## src/rtl/core/mmab_pkg.sv

```systemverilog
package mmab_pkg;

  // Number of motions and code widths.
  localparam int unsigned NUM_MOTIONS = 11;
  localparam int unsigned MOT_W       = 4;
  localparam int unsigned IDX_W       = $clog2(NUM_MOTIONS);

  // Q16 weights: 65536 is 1.0 and needs 17 bits.
  localparam int unsigned Q_FRAC = 16;
  localparam int unsigned Q_W    = 17;
  localparam logic [Q_W-1:0] Q_ONE = 17'h10000;

  // A ramped weight can reach one plus a full step, so it needs one bit more.
  localparam int unsigned W_W   = 18;
  localparam int unsigned SUM_W = W_W + IDX_W;
  localparam int unsigned NUM_W = SUM_W + Q_W;
  localparam int unsigned DIV_CNT_W = $clog2(Q_W);

  // Configuration register widths and indexes.
  localparam int unsigned STEP_W    = 17;
  localparam int unsigned WAIT_W    = 16;
  localparam int unsigned TIME_W    = 32;
  localparam int unsigned CFG_IDX_W = 2;
  localparam int unsigned CFG_W     = 17;
  localparam logic [CFG_IDX_W-1:0] CFG_FALL_WAIT = 2'd0;
  localparam logic [CFG_IDX_W-1:0] CFG_SLOW_STEP = 2'd1;
  localparam logic [CFG_IDX_W-1:0] CFG_FAST_STEP = 2'd2;

  // Stream widths.
  localparam int unsigned IN_TDATA_W  = 48;
  localparam int unsigned OUT_TDATA_W = 40;

  // Motion codes.
  localparam logic [MOT_W-1:0] M_DEAD      = 4'd0;
  localparam logic [MOT_W-1:0] M_STAND     = 4'd1;
  localparam logic [MOT_W-1:0] M_WALK      = 4'd2;
  localparam logic [MOT_W-1:0] M_KICK      = 4'd3;
  localparam logic [MOT_W-1:0] M_PENALIZED = 4'd4;
  localparam logic [MOT_W-1:0] M_JUMP      = 4'd5;
  localparam logic [MOT_W-1:0] M_STAND_UP  = 4'd6;
  localparam logic [MOT_W-1:0] M_HOLD      = 4'd7;
  localparam logic [MOT_W-1:0] M_SIT_UP    = 4'd8;
  localparam logic [MOT_W-1:0] M_SIT_DOWN  = 4'd9;
  localparam logic [MOT_W-1:0] M_FALL      = 4'd10;

  // Divider request and response.
  typedef struct packed {
    logic             start;
    logic [NUM_W-1:0] num;
    logic [SUM_W-1:0] den;
  } div_req_t;

  typedef struct packed {
    logic           busy;
    logic           done;
    logic [Q_W-1:0] quot;
  } div_rsp_t;

endpackage

```

## src/rtl/core/mmab_div.sv

```systemverilog
// Restoring divider, one quotient bit per cycle. The numerator must be below
// den * 2^Q_W so that the quotient fits in Q_W bits.
module mmab_div import mmab_pkg::*; (
  input  logic     clk_i,
  input  logic     rst_ni,
  input  div_req_t req_i,
  output div_rsp_t rsp_o
);

  logic [SUM_W-1:0]     rem_q;
  logic [SUM_W-1:0]     den_q;
  logic [Q_W-1:0]       low_q;
  logic [DIV_CNT_W-1:0] cnt_q;
  logic                 busy_q;
  logic                 done_q;
  logic [SUM_W:0]       trial;
  logic [SUM_W:0]       diff;
  logic                 ge;

  // Trial subtract of the divisor from the shifted partial remainder.
  assign trial = {rem_q, low_q[Q_W-1]};
  assign diff  = trial - {1'b0, den_q};
  assign ge    = trial >= {1'b0, den_q};

  always_ff @(posedge clk_i or negedge rst_ni) begin
    if (!rst_ni) begin
      rem_q  <= '0;
      low_q  <= '0;
      den_q  <= '0;
      busy_q <= 1'b0;
      done_q <= 1'b0;
      cnt_q  <= '0;
    end else if (req_i.start) begin
      rem_q  <= req_i.num[NUM_W-1:Q_W];
      low_q  <= req_i.num[Q_W-1:0];
      den_q  <= req_i.den;
      cnt_q  <= '0;
      busy_q <= 1'b1;
      done_q <= 1'b0;
    end else if (busy_q) begin
      rem_q <= ge ? diff[SUM_W-1:0] : trial[SUM_W-1:0];
      low_q <= {low_q[Q_W-2:0], ge};
      if (cnt_q == DIV_CNT_W'(Q_W - 1)) begin
        busy_q <= 1'b0;
        done_q <= 1'b1;
      end else begin
        cnt_q <= cnt_q + 1'b1;
      end
    end else begin
      done_q <= 1'b0;
    end
  end

  assign rsp_o.busy = busy_q;
  assign rsp_o.done = done_q;
  assign rsp_o.quot = low_q;

  // A new division is never started on top of a running one.
  assert property (@(posedge clk_i) disable iff (!rst_ni) req_i.start |-> !busy_q)
    else $error("divider started while busy");

endmodule

```

## src/rtl/core/motion_mode_arbiter_blend_core.sv

```systemverilog
// Motion arbiter with blend weights. Each accepted request is one control tick: the
// block picks the active motion (a fall always wins, sit down leaves only through
// sit up, others hand over when their exit flag allows), ramps the per-motion Q16
// weights and the head weight, then normalizes the weights to sum to one and emits
// one result per motion, motion 0 first and the last one marked with tlast. Each
// weight passes through a divider start state, the division run and an emit state,
// which waits while the output is stalled; the shared divider produces one quotient
// bit per cycle, and it is skipped when the ramped weights are all zero. The block
// accepts no request while a tick is in progress, but takes the next one while the
// final result of the previous tick still waits in the output register.
module motion_mode_arbiter_blend_core import mmab_pkg::*; (
  input  logic                   clk_i,
  input  logic                   rst_ni,
  // Configuration write port.
  input  logic                   cfg_we_i,
  input  logic [CFG_IDX_W-1:0]   cfg_idx_i,
  input  logic [CFG_W-1:0]       cfg_wdata_i,
  // Request stream.
  input  logic                   s_axis_tvalid,
  output logic                   s_axis_tready,
  // From bit 0: fall_wants, fallen, sit_down_exit, walk_exit, kick_exit, jump_exit,
  // stand_up_exit, sit_up_exit, requested_motion[3:0], head_requested, now_ms[31:0].
  input  logic [IN_TDATA_W-1:0]  s_axis_tdata,
  // Result stream.
  output logic                   m_axis_tvalid,
  input  logic                   m_axis_tready,
  // From bit 0: active_motion[3:0], start_blend, weight[16:0], head_weight[16:0].
  output logic [OUT_TDATA_W-1:0] m_axis_tdata,
  // motion_index[3:0].
  output logic [MOT_W-1:0]       m_axis_tuser,
  output logic                   m_axis_tlast
);

  typedef enum logic [2:0] {
    ST_IDLE,
    ST_RAMP,
    ST_DIV_START,
    ST_DIV_RUN,
    ST_EMIT
  } state_e;

  state_e            state_q;
  logic [WAIT_W-1:0] fall_wait_q;
  logic [STEP_W-1:0] slow_step_q;
  logic [STEP_W-1:0] fast_step_q;
  logic [MOT_W-1:0]  motion_q;
  logic              start_q;
  logic              fall_active_q;
  logic [TIME_W-1:0] fall_end_q;
  logic [Q_W-1:0]    head_q;
  logic [STEP_W-1:0] step_q;
  logic [SUM_W-1:0]  sum_q;
  logic [IDX_W-1:0]  idx_q;
  logic [W_W-1:0]    wgt_q [NUM_MOTIONS];
  logic              out_valid_q;
  logic [OUT_TDATA_W-1:0] out_data_q;
  logic [MOT_W-1:0]  out_user_q;
  logic              out_last_q;

  // Request fields.
  logic              fall_wants;
  logic              fallen;
  logic              sit_down_exit;
  logic              walk_exit;
  logic              kick_exit;
  logic              jump_exit;
  logic              stand_up_exit;
  logic              sit_up_exit;
  logic [MOT_W-1:0]  req_motion;
  logic              head_req;
  logic [TIME_W-1:0] now_ms;

  assign fall_wants    = s_axis_tdata[0];
  assign fallen        = s_axis_tdata[1];
  assign sit_down_exit = s_axis_tdata[2];
  assign walk_exit     = s_axis_tdata[3];
  assign kick_exit     = s_axis_tdata[4];
  assign jump_exit     = s_axis_tdata[5];
  assign stand_up_exit = s_axis_tdata[6];
  assign sit_up_exit   = s_axis_tdata[7];
  assign req_motion    = s_axis_tdata[11:8];
  assign head_req      = s_axis_tdata[12];
  assign now_ms        = s_axis_tdata[44:13];

  logic              accept;
  logic [TIME_W-1:0] elapsed;
  logic              may_leave;
  logic              req_valid;
  logic [MOT_W-1:0]  motion_d;
  logic              start_d;
  logic              fall_active_d;
  logic [TIME_W-1:0] fall_end_d;
  logic [STEP_W-1:0] step_d;
  logic [Q_W:0]      head_sum;
  logic [Q_W-1:0]    head_d;

  assign s_axis_tready = (state_q == ST_IDLE);
  assign accept        = s_axis_tvalid && s_axis_tready;
  assign elapsed       = now_ms - fall_end_q;
  assign req_valid     = {1'b0, req_motion} < (MOT_W + 1)'(NUM_MOTIONS);

  // Whether the current motion may be handed over.
  always_comb begin
    case (motion_q)
      M_FALL:                                may_leave = elapsed > TIME_W'(fall_wait_q);
      M_DEAD, M_STAND, M_PENALIZED, M_HOLD:  may_leave = 1'b1;
      M_WALK:                                may_leave = walk_exit;
      M_KICK:                                may_leave = kick_exit;
      M_JUMP:                                may_leave = jump_exit;
      M_STAND_UP:                            may_leave = stand_up_exit;
      M_SIT_UP:                              may_leave = sit_up_exit;
      default:                               may_leave = 1'b0;
    endcase
  end

  // Arbitration in priority order.
  always_comb begin
    motion_d      = motion_q;
    start_d       = 1'b0;
    fall_active_d = fall_active_q;
    fall_end_d    = fall_end_q;
    if (fall_wants) begin
      fall_active_d = 1'b1;
      motion_d      = M_FALL;
    end else if (fallen && fall_active_q) begin
      fall_active_d = 1'b0;
      fall_end_d    = now_ms;
    end else if (motion_q == M_SIT_DOWN) begin
      if (sit_down_exit && req_motion != M_SIT_DOWN) begin
        motion_d = M_SIT_UP;
      end
    end else if (may_leave && req_valid) begin
      motion_d = req_motion;
      start_d  = 1'b1;
    end
  end

  // Fast ramp for the abrupt motions.
  always_comb begin
    if (motion_d inside {M_FALL, M_STAND_UP, M_KICK, M_JUMP, M_SIT_UP}) begin
      step_d = fast_step_q;
    end else begin
      step_d = slow_step_q;
    end
  end

  // Head weight ramps up toward one or down toward zero.
  assign head_sum = {1'b0, head_q} + {1'b0, step_d};
  always_comb begin
    if (head_req && !fallen) begin
      head_d = (head_sum > {1'b0, Q_ONE}) ? Q_ONE : head_sum[Q_W-1:0];
    end else begin
      head_d = (head_q > step_d) ? head_q - step_d : '0;
    end
  end

  // Ramp of the weight under the index counter.
  logic [W_W-1:0] w_cur;
  logic [W_W-1:0] w_step;
  logic [W_W-1:0] w_ramp;
  logic           idx_last;

  assign w_cur    = wgt_q[idx_q];
  assign w_step   = W_W'(step_q);
  assign idx_last = (idx_q == IDX_W'(NUM_MOTIONS - 1));

  always_comb begin
    if (MOT_W'(idx_q) == motion_q) begin
      w_ramp = w_cur + w_step;
    end else begin
      w_ramp = (w_cur > w_step) ? w_cur - w_step : '0;
    end
  end

  // Normalization: round(w * 65536 / sum) through the shared divider.
  div_req_t       div_req;
  div_rsp_t       div_rsp;
  logic           sum_zero;
  logic [Q_W-1:0] norm;

  assign sum_zero      = (sum_q == '0);
  assign div_req.start = (state_q == ST_DIV_START) && !sum_zero;
  assign div_req.num   = (NUM_W'(w_cur) << Q_FRAC) + NUM_W'(sum_q >> 1);
  assign div_req.den   = sum_q;
  assign norm          = sum_zero ? '0 : div_rsp.quot;

  mmab_div u_div (
    .clk_i  (clk_i),
    .rst_ni (rst_ni),
    .req_i  (div_req),
    .rsp_o  (div_rsp)
  );

  // The output register takes a new result when it is empty or being drained.
  logic out_free;
  logic emit_fire;
  assign out_free  = !out_valid_q || m_axis_tready;
  assign emit_fire = (state_q == ST_EMIT) && out_free;

  // Configuration registers.
  always_ff @(posedge clk_i or negedge rst_ni) begin
    if (!rst_ni) begin
      fall_wait_q <= WAIT_W'(1000);
      slow_step_q <= STEP_W'(655);
      fast_step_q <= STEP_W'(65536);
    end else if (cfg_we_i) begin
      case (cfg_idx_i)
        CFG_FALL_WAIT: fall_wait_q <= cfg_wdata_i[WAIT_W-1:0];
        CFG_SLOW_STEP: slow_step_q <= cfg_wdata_i[STEP_W-1:0];
        CFG_FAST_STEP: fast_step_q <= cfg_wdata_i[STEP_W-1:0];
        default: ;
      endcase
    end
  end

  // Sequencer, tick state and output register.
  always_ff @(posedge clk_i or negedge rst_ni) begin
    if (!rst_ni) begin
      state_q       <= ST_IDLE;
      motion_q      <= M_DEAD;
      start_q       <= 1'b0;
      fall_active_q <= 1'b0;
      fall_end_q    <= '0;
      head_q        <= '0;
      step_q        <= '0;
      sum_q         <= '0;
      idx_q         <= '0;
      out_valid_q   <= 1'b0;
      out_data_q    <= '0;
      out_user_q    <= '0;
      out_last_q    <= 1'b0;
      for (int i = 0; i < NUM_MOTIONS; i++) begin
        wgt_q[i] <= (i == 0) ? W_W'(Q_ONE) : '0;
      end
    end else begin
      if (emit_fire) begin
        out_valid_q <= 1'b1;
      end else if (m_axis_tready) begin
        out_valid_q <= 1'b0;
      end
      case (state_q)
        ST_IDLE: begin
          if (accept) begin
            motion_q      <= motion_d;
            start_q       <= start_d;
            fall_active_q <= fall_active_d;
            fall_end_q    <= fall_end_d;
            head_q        <= head_d;
            step_q        <= step_d;
            sum_q         <= '0;
            idx_q         <= '0;
            state_q       <= ST_RAMP;
          end
        end
        ST_RAMP: begin
          wgt_q[idx_q] <= w_ramp;
          sum_q        <= sum_q + SUM_W'(w_ramp);
          if (idx_last) begin
            idx_q   <= '0;
            state_q <= ST_DIV_START;
          end else begin
            idx_q <= idx_q + 1'b1;
          end
        end
        ST_DIV_START: begin
          state_q <= sum_zero ? ST_EMIT : ST_DIV_RUN;
        end
        ST_DIV_RUN: begin
          if (div_rsp.done) begin
            state_q <= ST_EMIT;
          end
        end
        ST_EMIT: begin
          if (out_free) begin
            wgt_q[idx_q] <= W_W'(norm);
            out_data_q   <= {1'b0, head_q, norm, start_q, motion_q};
            out_user_q   <= MOT_W'(idx_q);
            out_last_q   <= idx_last;
            if (idx_last) begin
              state_q <= ST_IDLE;
            end else begin
              idx_q   <= idx_q + 1'b1;
              state_q <= ST_DIV_START;
            end
          end
        end
        default: state_q <= ST_IDLE;
      endcase
    end
  end

  assign m_axis_tvalid = out_valid_q;
  assign m_axis_tdata  = out_data_q;
  assign m_axis_tuser  = out_user_q;
  assign m_axis_tlast  = out_last_q;

  // A fall request always makes fall the active motion.
  assert property (@(posedge clk_i) disable iff (!rst_ni)
    accept && fall_wants |=> motion_q == M_FALL && fall_active_q)
    else $error("fall request did not take priority");

  // The head weight never exceeds one.
  assert property (@(posedge clk_i) disable iff (!rst_ni) head_q <= Q_ONE)
    else $error("head weight above one");

  // The marked result belongs to the last motion.
  assert property (@(posedge clk_i) disable iff (!rst_ni)
    m_axis_tvalid && m_axis_tlast |-> m_axis_tuser == MOT_W'(NUM_MOTIONS - 1))
    else $error("last marker on wrong motion");

endmodule
```

## config.mk

```make
export PLATFORM = sky130hd
export DESIGN_NAME = motion_mode_arbiter_blend_core
export DESIGN_NICKNAME = d
export VERILOG_FILES = /design/src/rtl/core/mmab_pkg.sv /design/src/rtl/core/mmab_div.sv /design/src/rtl/core/motion_mode_arbiter_blend_core.sv
export SDC_FILE = /design/constraint.sdc
export NUM_CORES = 1
export LEC_CHECK = 0
export ABC_AREA = 1
export BUFFER_PORTS_ARGS = -buffer_cell sky130_fd_sc_hd__buf_4
export CAP_MARGIN = 20
export CORE_ASPECT_RATIO = 1.5
export CORE_MARGIN = 2
export CORE_UTILIZATION = 50
export DETAILED_ROUTE_END_ITERATION = 8
export GPL_TIMING_DRIVEN = 0
export PLACE_DENSITY = 0.66
export SLEW_MARGIN = 5
export SYNTH_ARGS = -nofsm -noshare
export SYNTH_HDL_FRONTEND = slang
export SYNTH_HIERARCHICAL = 1
export SYNTH_SLANG_ARGS = --single-unit
```

## constraint.sdc

```tcl
create_clock -name clk_i -period 19.4 [get_ports clk_i]
set_clock_uncertainty 0.15 [all_clocks]
set_input_delay 1.94 -clock clk_i [delete_from_list [all_inputs] [get_ports clk_i]]
set_output_delay 1.94 -clock clk_i [all_outputs]
set_load 0.05 [all_outputs]
```

==> metrics.txt, run 1 <==
status complete, no violations; setup slack of the most critical reg-to-reg path 8.84 ns; max-slew violations 0; CTS buffer count 49; post-route antenna net violation count 0; Filler Cell Count 6068; highest fanout seen on the critical path 10; router iterations before antenna repair 5; remaining design rule violation count 0; Detail Placement HPWL 77900 um; CTS root buf clkbuf_16; worst-skew pair later-pin latency 0.65 ns; Sink Count 462; family with the most delay on the worst path compound AO/OA/AOI/OAI gates; setup repair after global routing missed its margin no; number of buffers and inverters on the critical path 10; number of top-level pins 119; sort of element at the start of the critical path flop; Peak Freq 94.7 MHz; PostCTS Resize Cnt 0; count of vias placed by the detailed router 29057; path type of the worst min-delay path reg -> reg; Critical Path Most Common Cell nand2_1; horizontal extent of the die 206 um; FF-to-FF Start idx_q[0]; Synth Instances 4299; initial standard-cell utilization of the core 50.4%; # H-tree levels 2; starting DRC count in detailed routing 2301; All-Layer GR Usage 32.5%; share of final-layout standard cells stronger than drive strength 1 8.51%; Final period util 54.4%; start point of the critical path idx_q[0]; Die Area 63300 um2; count of inserted antenna diode cells 0; initial antenna violation count 0; end point of the worst hold path wgt_q[196]; Final Wtd Congestion 0.961; area grow syn2layout 12.1%; Ys Warns 6; Final #Nets 4724; slowest cell on the critical path fa_1; cell area after layout 34300 um2; WL final 102000 um; Syn Area/Cell 7.13 um2; commonest cells after routing, fill and taps aside 1235 x nand2_1, 655 x inv_1, 448 x dfrtp_1; Vias per Instance 5.48; worst r2r dst sum_q[20]; critical hold path startpoint wgt_q[196]; final cell count without fillers 5305; number of setup violations in the final report 0; post-detailed-route wirelength per cell 19.3 um; aggregate negative setup slack 0 ns; pin count of the biggest net entering global routing 108; worst hold slack after final layout 0.321 ns; crit end category flop; Cell Rows 111; min cycle time layout 10.56 ns; maximum count of clock buffers along a single path 3; worst slew margin relative to its limit 34.8%; CORE AREA 60800 um2; arrival time worst endpoint 10.92 ns; combined area of all synthesized cells 30600 um2; total placed cells including tap cells 5212; die extent in y 307 um; quantity of I/O buffers inserted on ports 114; max incr delay on CP 0.64 ns; vias in the first global route 28706; measured slew at the worst slew-check pin 0.975 ns; Req. time, crit path 19.76 ns; worst hold stages 2; R2R depth 44; first-pass GRT wire length 158000 um; commonest non-fill, non-tap cell in the layout nand2_1; kind of critical path reg -> reg; CTS tree built; cell area reported after detailed placement 32600 um2; number of violations of the max-capacitance limit 0; number of setup buffers added after CTS 0; endpoints failing hold 0; overall overflow remaining after global route 0; Clock Pin Slew Worst Setup and Hold Paths 0.06 ns; count of hold-fix buffers inserted at cts 0
## through the flow
step / worst slack, ns / utilization (%)
2_1_floorplan: 11.62 / -
3_3_place_gp: 9.23 / 53.4
3_5_place_dp: 9.20 / 53.6
4_1_cts: 9.15 / 56.4
5_1_grt: 8.39 / 56.5
6_report: 8.84 / 56.5
## worst register-to-register path: cells and delay by family, from the launching register on
family | cells | cell delay (ns)
buffers and inverters | 10 | 3.02
AOI/OAI and AO/OA | 16 | 3.31
and+or+nand+nor | 16 | 2.49
adders and majority gates | 2 | 1.01
DFF | 1 | 0.49
## final cells by class
type	instances	area, um2	area share [%]
clock buffer	70	1410	4.09
buffer	185	847	2.47
timing repair buffer	121	996	2.90
tap	791	990	2.88
multi-input combinational	2961	15600	45.5
sequential	462	11600	33.7
clock inverter	20	287	0.834
inverter	695	2610	7.60
## registers in the layout, indices dropped and copies added, names as in the netlist, 3 cells and up
| signal | flops |
|---|---|
| wgt_q | 198 |
| m_axis_tdata | 39 |
| fall_end_q | 32 |
| sum_q | 22 |
| u_div/den_q | 22 |
| u_div/rem_q | 22 |
| fast_step_q | 17 |
| head_q | 17 |
| slow_step_q | 17 |
| step_q | 17 |
| u_div/low_q | 17 |
| fall_wait_q | 16 |
| u_div/cnt_q | 5 |
| idx_q | 4 |
| m_axis_tuser | 4 |
| motion_q | 4 |
| state_q | 3 |
## worst max path at each step
stage / endpoint / slack (ns) / depth (start not counted)
floorplan: head_q[1] / 11.62 / 49
global placement: sum_q[20] / 9.23 / 44
detailed placement: sum_q[20] / 9.20 / 44
CTS: sum_q[20] / 9.15 / 44
global route: sum_q[19] / 8.39 / 45
finish: sum_q[20] / 8.84 / 44
## metal layers
layer	share of wire [%]	GRT usage, %
met5	0	0
met4	7.6	21.8
met3	5.6	4.79
met2	48	55.0
met1	38	37.9
Power of run 1 is left out: the tool's default activity adds up to more than one toggle a clock period on the data nets, which glitch-free logic cannot reach.
==> run 2, diff against run 1 <==
==> constraint.sdc (replaced) <==
create_clock -name clk_i -period 10.7 [get_ports clk_i]
set_clock_uncertainty 0.15 [all_clocks]
set_input_delay 1.07 -clock clk_i [delete_from_list [all_inputs] [get_ports clk_i]]
set_output_delay 1.07 -clock clk_i [all_outputs]
set_load 0.05 [all_outputs]
==> run 2 against run 1 <==
Net effect: non-clock buffer count unchanged; sequential share of layout area barely moved; first-iteration DRC count decreased by 5.6%; register-to-register slack lost 8.3 ns; critical path type unchanged.
==> metrics.txt, run 2 (same netlist as run 1, synthesis figures left out) <==
status complete, no violations; setup repair after global routing missed its margin no; cell area after layout 34400 um2 (about the same); CTS buffer count 49 (unchanged); vias in the first global route 28706 (unchanged); CTS root buf clkbuf_16; pin count of the biggest net entering global routing 108 (unchanged); Detail Placement HPWL 77900 um (unchanged); Final period util 95.2% (+41 points); All-Layer GR Usage 32.5% (unchanged); max-slew violations 0 (unchanged); worst slew margin relative to its limit 34.1% (-0.70 points); overall overflow remaining after global route 0 (unchanged); commonest cells after routing, fill and taps aside 1235 x nand2_1, 655 x inv_1, 448 x dfrtp_1; sort of element at the start of the critical path flop; FF-to-FF Start idx_q[0]; horizontal extent of the die 206 um (unchanged); share of final-layout standard cells stronger than drive strength 1 8.60% (+0.089 points); commonest non-fill, non-tap cell in the layout nand2_1; measured slew at the worst slew-check pin 0.986 ns (+0.0105 ns); remaining design rule violation count 0 (unchanged); cell area reported after detailed placement 32600 um2 (unchanged); min cycle time layout 10.18 ns (-0.373 ns); Sink Count 462 (unchanged); count of vias placed by the detailed router 29005 (-0.18%); arrival time worst endpoint 10.55 ns (-0.37 ns); die extent in y 307 um (unchanged); Cell Rows 111 (unchanged); Critical Path Most Common Cell nand2_1; worst r2r dst sum_q[20]; post-route antenna net violation count 0 (unchanged); # H-tree levels 2 (unchanged); R2R depth 44 (unchanged); Peak Freq 98.2 MHz (+3.7%); Die Area 63300 um2 (unchanged); highest fanout seen on the critical path 10 (unchanged); Vias per Instance 5.47 (-0.18%); router iterations before antenna repair 5 (unchanged); WL final 102000 um (about the same); Final Wtd Congestion 0.961 (unchanged); Filler Cell Count 6065 (-0.049%); post-detailed-route wirelength per cell 19.3 um (about the same); worst-skew pair later-pin latency 0.65 ns (about the same); count of inserted antenna diode cells 0 (unchanged); CORE AREA 60800 um2 (unchanged); Req. time, crit path 11.06 ns (-8.70 ns); number of violations of the max-capacitance limit 0 (unchanged); aggregate negative setup slack 0 ns (unchanged); largest reg by FF count wgt_q; max reg flops 198 (unchanged); initial antenna violation count 0 (unchanged); setup slack of the most critical reg-to-reg path 0.52 ns (-8.33 ns); first-pass GRT wire length 158000 um (unchanged); initial standard-cell utilization of the core 50.4% (unchanged); quantity of I/O buffers inserted on ports 114 (unchanged); area grow syn2layout 12.1% (about the same); CTS tree built; number of setup violations in the final report 0 (unchanged); path type of the worst min-delay path in -> async; crit end category flop; count of hold-fix buffers inserted at cts 0 (unchanged); endpoints failing hold 0 (unchanged); number of top-level pins 119 (unchanged); number of setup buffers added after CTS 0 (unchanged); max incr delay on CP 0.64 ns (about the same); maximum count of clock buffers along a single path 3 (unchanged); Clock Pin Slew Worst Setup and Hold Paths 0.06 ns (about the same); starting DRC count in detailed routing 2173 (-5.6%); Final #Nets 4724 (unchanged); slowest cell on the critical path fa_1; kind of critical path reg -> reg
run 2: through the flow:
step                      hold WS [ns]  cells  worst slack [ns]  utilization, %
final                            0.292   5305             0.516            56.5
after detailed placement         0.306   5212             0.501            53.6
after CTS                        0.317   5302             0.446            56.4
after global placement           0.304   5208             0.528            53.4
after floorplan                  0.294   4303              3.79               -
after global routing             0.337   5305            0.0733            56.5
run 2: worst max path at each step:
| stage | start | to | slack (ns) | depth (start not counted) |
|---|---|---|---|---|
| global placement | idx_q[0] | sum_q[20] | 0.53 | 44 |
| detailed placement | idx_q[0] | sum_q[20] | 0.50 | 44 |
| floorplan | s_axis_tdata[13] | head_q[1] | 3.79 | 49 |
| finish | idx_q[0] | sum_q[20] | 0.52 | 44 |
| CTS | idx_q[0] | sum_q[20] | 0.45 | 44 |
| global route | idx_q[0] | sum_q[19] | 0.07 | 45 |
run 2: layout make-up:
type	count	area (um2)	area share, %
Tap cell	791	990	2.88
Buffer	185	851	2.48
Multi-Input combinational cell	2961	15600	45.5
Sequential cell	462	11600	33.7
Timing Repair Buffer	121	996	2.90
Clock inverter	20	287	0.834
Clock buffer	70	1410	4.09
Inverter	695	2620	7.61
run 2: routing by layer:
metal | global-route usage, % | up-vias | routed length, um
met5 | 0 | - | 0
met2 | 55.0 | 1010 | 49400
met1 | 37.9 | 13556 | 39100
met4 | 21.8 | 0 | 7780
li1 | - | 14113 | -
met3 | 4.79 | 326 | 5820
run 2: timing repair:
action / CTS / global route
resized for setup: 0 / 7
endpoints found under the setup margin: 0 / 4
endpoints found under the hold margin: 0 / 0
run 2: worst max-delay path, delay by kind of cell (launching register included):
family / cells / cell delay [ns]
AOI/OAI and AO/OA: 16 / 3.32
adders and majority gates: 2 / 1.00
buffers and inverters: 10 / 2.66
DFF: 1 / 0.52
and+or+nand+nor: 16 / 2.40
Power of run 2 is left out for the same reason.
